==> config.mk <==
export PLATFORM = sky130hd
export DESIGN_NAME = strq_ctrl
export DESIGN_NICKNAME = d
export VERILOG_FILES = /design/src/rtl/core/strq_pkg.sv /design/src/rtl/core/strq_ctrl.sv
export SDC_FILE = /design/constraint.sdc
export NUM_CORES = 1
export LEC_CHECK = 0
export BUFFER_PORTS_ARGS = -buffer_cell sky130_fd_sc_hd__buf_2
export CORE_UTILIZATION = 45
export CTS_CLUSTER_DIAMETER = 40
export DETAILED_ROUTE_END_ITERATION = 12
export RECOVER_POWER = 100
export SLEW_MARGIN = 15
export SYNTH_ARGS = -nofsm -noshare
export SYNTH_HDL_FRONTEND = slang
export SYNTH_SLANG_ARGS = --single-unit
==> constraint.sdc <==
create_clock -name clk -period 8.96 [get_ports clk]
set_clock_uncertainty 0.05 [all_clocks]
set_input_delay 1.344 -clock clk [delete_from_list [all_inputs] [get_ports clk]]
set_output_delay 1.344 -clock clk [all_outputs]
set_load 0.01 [all_outputs]
==> src/rtl/core/strq_pkg.sv <==
// Shared types and constants for the sparse table range query core.
// No dependencies.
`timescale 1ns / 1ps
package strq_pkg;

    localparam int IDX_W  = 10;
    localparam int VAL_W  = 32;
    localparam int CNT_W  = 11;
    localparam int OPC_W  = 2;
    localparam int STAT_W = 2;
    localparam int CFG_IDX_W = 1;

    localparam logic [OPC_W-1:0] OPC_LOAD     = 2'd0;
    localparam logic [OPC_W-1:0] OPC_BUILD    = 2'd1;
    localparam logic [OPC_W-1:0] OPC_OVERLAP  = 2'd2;
    localparam logic [OPC_W-1:0] OPC_DISJOINT = 2'd3;

    localparam logic [STAT_W-1:0] ST_OK       = 2'd0;
    localparam logic [STAT_W-1:0] ST_RANGE    = 2'd1;
    localparam logic [STAT_W-1:0] ST_NOTBUILT = 2'd2;

    localparam logic [2:0] CMB_MIN = 3'd0;
    localparam logic [2:0] CMB_MAX = 3'd1;
    localparam logic [2:0] CMB_SUM = 3'd2;
    localparam logic [2:0] CMB_AND = 3'd3;
    localparam logic [2:0] CMB_OR  = 3'd4;

    localparam logic [CFG_IDX_W-1:0] REG_COMBINE_OP    = 1'd0;
    localparam logic [CFG_IDX_W-1:0] REG_ELEMENT_COUNT = 1'd1;

    // Datapath commands issued by the controller each cycle
    typedef enum logic [2:0] {
        DP_NOP,
        DP_LOAD,      // write base element
        DP_RD_A,      // read store at address A
        DP_RD_B,      // read store at address B
        DP_WR_MERGE,  // write merge(a, b) / a
        DP_ACC_FIRST, // acc = read data
        DP_ACC_MERGE  // acc = merge(acc, read data)
    } dp_op_t;

    typedef struct packed {
        dp_op_t                 op;
        logic [4:0]             rd_level; // only low bits used
        logic [16:0]            rd_pos;
        logic [4:0]             wr_level;
        logic [16:0]            wr_pos;
        logic                   use_b;    // merge b into a on write
    } dp_cmd_t;

endpackage

==> src/rtl/core/strq_ctrl.sv <==
// Controller: sequences load, build and query walks over the datapath.
// Depends on strq_pkg.
`timescale 1ns / 1ps
module strq_ctrl #(
    parameter int DEPTH  = 1024,
    parameter int LEVELS = 11
) (
    input  logic                           clk,
    input  logic                           rst_n,
    input  logic                           in_valid,
    output logic                           in_ready,
    input  logic [strq_pkg::OPC_W-1:0]     opcode,
    input  logic [strq_pkg::IDX_W-1:0]     left_index,
    input  logic [strq_pkg::IDX_W-1:0]     right_index,
    input  logic [strq_pkg::CNT_W-1:0]     element_count,
    output strq_pkg::dp_cmd_t              cmd,
    output logic                           res_valid,
    input  logic                           res_ready,
    output logic [strq_pkg::OPC_W-1:0]     res_kind,
    output logic [strq_pkg::STAT_W-1:0]    res_status,
    output logic                           res_use_acc
);
    import strq_pkg::*;

    typedef enum logic [2:0] {
        S_IDLE, S_BRD_A, S_BRD_B, S_BWR, S_OV_B, S_OV_WAIT, S_DJ, S_RESULT
    } state_t;

    state_t      state_reg;
    logic [4:0]  lvl_reg;     // current level
    logic [16:0] pos_reg;     // current position / build index
    logic [16:0] hi_reg;
    logic [16:0] cnt_reg;
    logic [16:0] aux_reg;     // overlap second address
    logic        built_reg;
    logic        first_reg;
    logic        acc_pend_reg; // a read was issued last cycle
    logic [OPC_W-1:0]  kind_reg;
    logic [STAT_W-1:0] stat_reg;
    logic        use_acc_reg;

    logic [16:0] used_cnt;
    logic [16:0] half;
    logic [16:0] size;
    logic [16:0] span;
    logic [4:0]  k;
    logic        take;

    assign used_cnt = (17'(element_count) > 17'(DEPTH)) ? 17'(DEPTH) : 17'(element_count);
    assign half = 17'(1) << (lvl_reg - 5'd1);
    assign size = 17'(1) << lvl_reg;
    assign take = (pos_reg <= hi_reg) && (size <= hi_reg - pos_reg + 17'd1);
    assign span = 17'(right_index) - 17'(left_index) + 17'd1;

    // Floor log2 of span, capped at LEVELS-1 (priority over 17 bits)
    always_comb
    begin
        k = '0;
        for (int b = 1; b < 17; b++)
        begin
            if (b < LEVELS && span[b])
            begin
                k = 5'(b);
            end
        end
        for (int b = 16; b >= LEVELS; b--)
        begin
            if (span[b])
            begin
                k = 5'(LEVELS - 1);
            end
        end
    end

    assign in_ready    = (state_reg == S_IDLE);
    assign res_valid   = (state_reg == S_RESULT);
    assign res_kind    = kind_reg;
    assign res_status  = stat_reg;
    assign res_use_acc = use_acc_reg;

    // Command decode
    always_comb
    begin
        cmd = '0;
        cmd.op = DP_NOP;
        case (state_reg)
            S_IDLE:
            begin
                if (in_valid && opcode == OPC_LOAD && 17'(left_index) < 17'(DEPTH))
                begin
                    cmd.op     = DP_LOAD;
                    cmd.wr_pos = 17'(left_index);
                end
                else if (in_valid && opcode == OPC_OVERLAP)
                begin
                    cmd.op       = DP_RD_A;
                    cmd.rd_level = k;
                    cmd.rd_pos   = 17'(left_index);
                end
            end
            S_BRD_A:
            begin
                cmd.op       = DP_RD_A;
                cmd.rd_level = lvl_reg - 5'd1;
                cmd.rd_pos   = pos_reg;
            end
            S_BRD_B:
            begin
                cmd.op       = DP_RD_B;
                cmd.rd_level = lvl_reg - 5'd1;
                cmd.rd_pos   = pos_reg + half;
            end
            S_BWR:
            begin
                cmd.op       = DP_WR_MERGE;
                cmd.wr_level = lvl_reg;
                cmd.wr_pos   = pos_reg;
                cmd.use_b    = (pos_reg + half < cnt_reg);
            end
            S_OV_B:
            begin
                cmd.op       = DP_ACC_FIRST;
                cmd.rd_level = lvl_reg;
                cmd.rd_pos   = aux_reg;
            end
            S_OV_WAIT:
            begin
                cmd.op = DP_ACC_MERGE;
            end
            S_DJ:
            begin
                cmd.op = acc_pend_reg ? (first_reg ? DP_ACC_FIRST : DP_ACC_MERGE) : DP_NOP;
                cmd.rd_level = lvl_reg;
                cmd.rd_pos   = pos_reg;
            end
            default: cmd.op = DP_NOP;
        endcase
    end

    // State and registered outputs
    always_ff @(posedge clk or negedge rst_n)
    begin
        if (!rst_n)
        begin
            state_reg    <= S_IDLE;
            lvl_reg      <= '0;
            pos_reg      <= '0;
            hi_reg       <= '0;
            cnt_reg      <= '0;
            aux_reg      <= '0;
            built_reg    <= 1'b0;
            first_reg    <= 1'b0;
            acc_pend_reg <= 1'b0;
            kind_reg     <= '0;
            stat_reg     <= ST_OK;
            use_acc_reg  <= 1'b0;
        end
        else
        begin
            case (state_reg)
                S_IDLE:
                begin
                    if (in_valid)
                    begin
                        kind_reg    <= opcode;
                        stat_reg    <= ST_OK;
                        use_acc_reg <= 1'b0;
                        hi_reg      <= 17'(right_index);
                        if (opcode == OPC_LOAD)
                        begin
                            if (17'(left_index) < 17'(DEPTH))
                            begin
                                built_reg <= 1'b0;
                            end
                        end
                        else if (opcode == OPC_BUILD)
                        begin
                            built_reg <= 1'b1;
                            cnt_reg   <= used_cnt;
                            lvl_reg   <= 5'd1;
                            pos_reg   <= '0;
                            if (LEVELS > 1 && used_cnt != '0)
                            begin
                                state_reg <= S_BRD_A;
                            end
                            else
                            begin
                                state_reg <= S_RESULT;
                            end
                        end
                        else if (!built_reg)
                        begin
                            stat_reg  <= ST_NOTBUILT;
                            state_reg <= S_RESULT;
                        end
                        else if (left_index > right_index || 17'(right_index) >= used_cnt)
                        begin
                            stat_reg  <= ST_RANGE;
                            state_reg <= S_RESULT;
                        end
                        else if (opcode == OPC_OVERLAP)
                        begin
                            use_acc_reg <= 1'b1;
                            lvl_reg     <= k;
                            aux_reg     <= 17'(right_index) + 17'd1 - (17'(1) << k);
                            state_reg   <= S_OV_B;
                        end
                        else
                        begin
                            use_acc_reg  <= 1'b1;
                            lvl_reg      <= 5'(LEVELS - 1);
                            pos_reg      <= 17'(left_index);
                            first_reg    <= 1'b1;
                            acc_pend_reg <= 1'b0;
                            state_reg    <= S_DJ;
                        end
                    end
                end
                S_BRD_A: state_reg <= S_BRD_B;
                S_BRD_B: state_reg <= S_BWR;
                S_BWR:
                begin
                    if (pos_reg + 17'd1 < cnt_reg)
                    begin
                        pos_reg   <= pos_reg + 17'd1;
                        state_reg <= S_BRD_A;
                    end
                    else if (lvl_reg + 5'd1 < 5'(LEVELS))
                    begin
                        pos_reg   <= '0;
                        lvl_reg   <= lvl_reg + 5'd1;
                        state_reg <= S_BRD_A;
                    end
                    else
                    begin
                        state_reg <= S_RESULT;
                    end
                end
                S_OV_B:    state_reg <= S_OV_WAIT;
                S_OV_WAIT: state_reg <= S_RESULT;
                S_DJ:
                begin
                    // Issue read at pos when taken; merge it next cycle
                    if (acc_pend_reg)
                    begin
                        first_reg <= 1'b0;
                    end
                    if (lvl_reg == 5'd31)
                    begin
                        // Drain the level 0 read, then answer
                        acc_pend_reg <= 1'b0;
                        state_reg    <= S_RESULT;
                    end
                    else
                    begin
                        acc_pend_reg <= take;
                        if (take)
                        begin
                            pos_reg <= pos_reg + size;
                        end
                        if (lvl_reg == '0)
                        begin
                            if (take)
                            begin
                                lvl_reg <= 5'd31;
                            end
                            else
                            begin
                                state_reg <= S_RESULT;
                            end
                        end
                        else
                        begin
                            lvl_reg <= lvl_reg - 5'd1;
                        end
                    end
                end
                S_RESULT:
                begin
                    if (res_ready)
                    begin
                        state_reg <= S_IDLE;
                    end
                end
                default: state_reg <= S_IDLE;
            endcase
        end
    end

    // A result beat only leaves from the result state
    a_res_idle: assert property (@(posedge clk) disable iff (!rst_n)
        res_valid && res_ready |=> state_reg == S_IDLE)
        else $error("result beat did not return to idle");
    a_build_flag: assert property (@(posedge clk) disable iff (!rst_n)
        in_valid && in_ready && opcode == OPC_BUILD |=> built_reg)
        else $error("build did not set built flag");
    a_ready: assert property (@(posedge clk) disable iff (!rst_n)
        !(in_ready && res_valid))
        else $error("input ready while result pending");

endmodule

# Word level (Yosys, flattened, before mapping)
# Cells that the tools add are included.
[classes]
addsub = 11
mul = 0
div = 0
n_lt_le_gt_ge = 8
eq_ne = 29
n_shift = 3
muxes = 91
bitwise = 3
n_reduce_logical = 20
[op_table]
columns = ["operator", "count"]
rows = [
  ["$mux 17", 10],
  ["$pmux 22 s5", 1],
  ["$mux 5", 14],
  ["$pmux 17 s3", 1],
  ["$shl 1x5->17 const A", 3],
  ["$mux 3", 15],
  ["$add 17x1->17 const B", 2],
  ["$add 17x17->17", 2],
  ["$lt 17x17->1", 2],
  ["$pmux 17 s2", 1],
  ["$mux 4", 7],
  ["$mux 24", 1],
  ["$pmux 3 s8", 1],
  ["$mux 1", 23],
  ["$mux 22", 1],
  ["$pmux 3 s7", 1],
  ["$mux 2", 10],
  ["$ne 2x2->1 const B", 10],
  ["$reduce_and 9->1", 2],
  ["$le 17x10->1", 1],
  ["$le 17x17->1", 1],
  ["$reduce_bool 17->1", 1],
  ["$sub 10x17->17", 1],
  ["$sub 11x17->17", 1],
  ["37 further kinds", 53],
]
[word_totals]
regBits = 77
latch_bits = 0
ram_bits = 0
mem_bits_ro = 0
inputBits = 37
out_inout_bits = 55
elab_cells = 177
mem_count = 0

# Logic depth before layout (Yosys ltp)
[logic_depth]
word_depth = 25
mapped_depth = 30
depth_no_buf = 29

# Worst setup path after synthesis
# OpenSTA, ideal clock, no wires.
[synth_path]
kind = "input to register"
start = "in right_index[0] (netlist bit)"
end = "reg aux_reg[11]"
setup_ns = 0.132
arrival_ns = 6.269
setup_slack_ns = 2.509
path_stages = 30
cell_sequence = "inv_1 > ha_1 > inv_1 > fa_1 > a211oi_1 > nor2_1 > or2_1 > clkbuf_8 > o41a_1 > a41oi_1 > a41oi_1 > o21a_1 > o311ai_2 > nor2_1 > and2_1 > ha_1 > inv_1 > ha_1 > inv_1 > fa_1 > nor2b_1 > o21ai_0 > a21oi_1 > o21ai_0 > a21boi_0 > o21ai_0 > nand2b_1 > a21oi_1 > o21ai_0 > nand2_1"
[synth_via]
elab_chain_cells = 20
word_cells_on_any_way = 26
cone_classes = "add/sub (4); order compare (2); shift (1); mux (16); bitwise (1); reduce/logical (2)"
[synth_rtl]
columns = ["item", "line_no", "text"]
rows = [
  ["start, declared", "strq_ctrl.sv:14", "input logic [strq_pkg::IDX_W-1:0] right_index,"],
  ["$sub 10x10->11", "strq_ctrl.sv:53", "assign span = 17'(right_index) - 17'(left_index) + 17'd1;"],
  ["$add 11x2->12", "strq_ctrl.sv:53", ""],
  ["$mux 1", "strq_ctrl.sv:61", "if (b < LEVELS && span[b])"],
  ["$mux 2 (2 in a row)", "strq_ctrl.sv:61", ""],
  ["$mux 3 (4 in a row)", "strq_ctrl.sv:61", ""],
  ["$mux 4 (3 in a row)", "strq_ctrl.sv:61", ""],
  ["$mux 4 (4 in a row)", "strq_ctrl.sv:68", "if (span[b])"],
  ["$mux 5 (2 in a row)", "strq_ctrl.sv:68", ""],
  ["$shl 1x5->17", "strq_ctrl.sv:205", "aux_reg <= 17'(right_index) + 17'd1 - (17'(1) << k);"],
  ["$sub 11x17->17", "strq_ctrl.sv:205", ""],
  ["end signal, assigned", "strq_ctrl.sv:205", ""],
  ["end, declared", "strq_ctrl.sv:34", "logic [16:0] aux_reg;"],
]
# Several ways; a longest one is shown, not always the timed one.
# A chain may end at the register's enable or synchronous reset.

# Final worst setup path
[layout_path]
start = "in left_index[3] (netlist bit)"
end = "reg aux_reg[13]"
[layout_via]
elab_chain_cells = 18
word_cells_on_any_way = 22
cone_classes = "add/sub (3); order compare (1); shift (1); mux (14); bitwise (1); reduce/logical (2)"
[layout_rtl]
columns = ["item", "line_no", "text"]
rows = [
  ["start, declared", "strq_ctrl.sv:13", "input logic [strq_pkg::IDX_W-1:0] left_index,"],
  ["$sub 10x10->11", "strq_ctrl.sv:53", ""],
  ["$add 11x2->12", "strq_ctrl.sv:53", ""],
  ["$mux 2", "strq_ctrl.sv:61", ""],
  ["$mux 3 (4 in a row)", "strq_ctrl.sv:61", ""],
  ["$mux 4 (3 in a row)", "strq_ctrl.sv:61", ""],
  ["$mux 4 (4 in a row)", "strq_ctrl.sv:68", ""],
  ["$mux 5 (2 in a row)", "strq_ctrl.sv:68", ""],
  ["$shl 1x5->17", "strq_ctrl.sv:205", ""],
  ["$sub 11x17->17", "strq_ctrl.sv:205", ""],
]
# Several ways; a longest one is shown, not always the timed one.

==> flow_summary.json <==
{
  "io_buffers": 91,
  "min_period_ns": 7.611,
  "die_h_um": 148.6,
  "synth_area_leaders": "ha_1 (19%), dfrtp_1 (18%), o21ai_0 (6.2%)",
  "r2r_cells": 23,
  "insertion_delay_ns": 0.35,
  "reg2reg_slack_ns": 1.47,
  "routed_wl_um": 34290,
  "p_leak_nw": 4.916,
  "violations": "max-capacitance violations, max-slew violations",
  "pwr-share-seq_pct": 17.4,
  "setup.worst_path.start_class": "input port",
  "synth-simple-area-share_pct": 20.97,
  "drive_above_1_share_pct": 8.073,
  "hold_class": "flip-flop to flip-flop",
  "crit_path_max_incr_delay_ns": 0.84,
  "syn-num-nets": 1437,
  "required_ns": 9.13,
  "finalNetCount": 1499,
  "grt_max_degree": 72,
  "p_per_area_mw_per_mm2": 341.0,
  "numCtsBuffers": 9,
  "dpl.hpwl_um": 27120,
  "drt_pass1_iterations": 5,
  "setup_viol": 0,
  "ctsResizeCount": 0,
  "synth_top_area_cell": "ha_1",
  "core_mm2": 0.02102,
  "route.detailed.drc": 0,
  "syn-cell-area_mm2": 0.009668,
  "cts.htree.levels": 3,
  "final.setup.tns_ns": 0,
  "grt_pass1_wl_um": 52900,
  "p_sw_mw": 1.945,
  "antenna_found_initial": 0,
  "end_kind": "flip-flop",
  "gr-usage-all-layers_pct": 31.65,
  "ys.flop_type": "dfrtp_1",
  "yosysMostFrequentCell": "nand2_1",
  "p_int_mw": 1.640,
  "initial_core_util_pct": 45.99,
  "ir_drop_uv": 161.6,
  "cts_setup_buffers": 0,
  "wl_per_cell_um": 21.59,
  "switching_share_pct": 54.26,
  "vias_per_cell": 6.083,
  "diodes": 0,
  "cts_root_buf": "clkbuf_16",
  "status": "complete, but fails checks",
  "finalHoldWorstSlack_ns": 0.4190,
  "clk_pin_slew_ns": 0.07,
  "synthArstFlopShare_pct": 100.0,
  "pwr-share-clk_pct": 10.8,
  "crit_family": "compound AO/OA/AOI/OAI gates",
  "multi_input_area_mm2": 0.007312,
  "dieWidth_um": 148.6,
  "hold_viol_final": 0,
  "ant_nets": 0,
  "yosysSeqAreaShare_pct": 18.38,
  "synthCells": 1246,
  "fin_crit_sh_pct": 84.95,
  "relSlewSlack_pct": -185.7,
  "critPathMaxFanout": 11,
  "p_total_mw": 3.585,
  "cp.arrival_ns": 7.78,
  "hold_depth": 2,
  "cts.sinks": 71,
  "first_global_vias": 9146,
  "ys_top_cells_by_count": "nand2_1 (153), ha_1 (148), o21ai_0 (120)",
  "syn_to_final_growth_pct": 8.762,
  "seqCellArea_mm2": 0.001777,
  "num_rows": 53,
  "synth_xor_area_share_pct": 6.328,
  "drv_cap": 2,
  "cts_hold_buf": 0,
  "synth_compound_area_share_pct": 25.13,
  "fillers": 2158,
  "fmax_ghz": 0.1314,
  "crit_type": "input port to flip-flop",
  "clk_path_buf_depth": 2,
  "dieArea_mm2": 0.02207,
  "vias": 9660,
  "cp.depth": 26,
  "yosysWarnings": 0,
  "synth_mux_area_share_pct": 3.002,
  "avgSynthCellArea_um2": 7.759,
  "crit_slowest_cell": "a211oi_1",
  "place.gp.congestion": 0.9282,
  "cts_tree": "built",
  "rsz0062_at_grt": "no",
  "yosys.area.top_type_share_pct": 19.15,
  "drt_iter0_drc": 831,
  "synth_edf_count": 0,
  "critPathMostFrequentCell": "o21ai_0",
  "overflow": 0,
  "ios": 92,
  "share_comb_of_total_power_pct": 71.8,
  "synth_cell_type_count": 90,
  "drv_slew": 99,
  "synthAdderAreaFrac_pct": 20.40,
  "ys_seq_elements": 71,
  "critPathBufInv": 4,
  "worst_slew_pin_slew_ns": 4.285,
  "synth_top_family_by_area": "compound AO/OA/AOI/OAI gates"
}
-- logic make-up (layout without fill, tap and decap cells) --
logic type,after synthesis,count (layout)
fa+ha+maj,154,154
buf+inv,140,207
mux,27,27
xor+xnor,69,69
compound gates,364,364
simple gates,421,421
flops,71,71
-- area by class of cell --
cell class / count / area share [%]
clock inverter: 7 / 0.7615
clock buffer: 9 / 2.142
timing repair buffer: 100 / 4.141
sequential: 71 / 16.90
inverter: 91 / 3.248
multi-input combinational: 1035 / 69.54
tap: 275 / 3.272
-- power groups by stage --
stage	Clock (mW)	Combinational, mW	Sequential (mW)
2_1_floorplan	0	1.91	0.514
6_report	0.386	2.57	0.624
4_1_cts	0.389	2.58	0.616
5_1_grt	0.404	2.87	0.637
3_5_place_dp	0	2.56	0.622
3_3_place_gp	0	2.53	0.622
-- through the flow --
step	setup WS, ns	cells	area (um2)	util [%]
final	1.349	1588	10520	50.02
after global placement	1.774	1572	10320	49.12
after detailed placement	1.662	1572	10320	49.12
after global routing	0.7596	1588	10520	50.02
after CTS	1.965	1588	10630	50.57
after floorplan	2.509	1246	9668	-
-- placed cells by master, fill, tap and decap left out, drive strengths merged, types with 32 or more instances in the layout --
cell	netlist	routed
nand2	153	153
a21o	32	32
dfrtp	71	71
nor2	90	90
o21ai	122	122
a21oi	62	62
ha	148	148
clkbuf	35	67
xnor2	49	49
buf	14	42
inv	91	94
-- worst paths after layout --
path	from	to
max in group asynchronous	rst_n	aux_reg[14]
max	left_index[3]	aux_reg[13]
min reg2reg	res_status[1]	res_status[1]
max reg2reg	pos_reg[2]	pos_reg[6]
min in group asynchronous	rst_n	pos_reg[15]
min	res_status[1]	res_status[1]
-- per-layer routing --
metal	vias up	global-route usage (%)	routed length (um)
met4	0	12.89	1291
met2	374	51.21	15630
met5	-	0	0
met3	73	4.018	2222
li1	4623	-	-
met1	4590	42.46	15140
-- worst register-to-register path, stage by stage, from the launching register on --
cell       delay (ns)
dfrtp_1          0.63
inv_1            0.21
ha_1             0.40
fa_1             0.48
a21o_1           0.18
a21oi_1          0.23
o21bai_1         0.10
a21oi_1          0.25
o21bai_1         0.11
a21oi_1          0.21
o21ai_0          0.15
a21oi_1          0.35
nor3_1           0.11
xnor2_1          0.14
ha_1             0.29
nor2b_1          0.13
o21ai_0          0.13
o21ai_0          0.11
a311o_1          0.34
a2111oi_2        0.75
o22ai_1          0.18
nor3b_2          1.33
o21ai_0          0.26
a22o_1           0.26
Power figures use the tool's default switching activity.
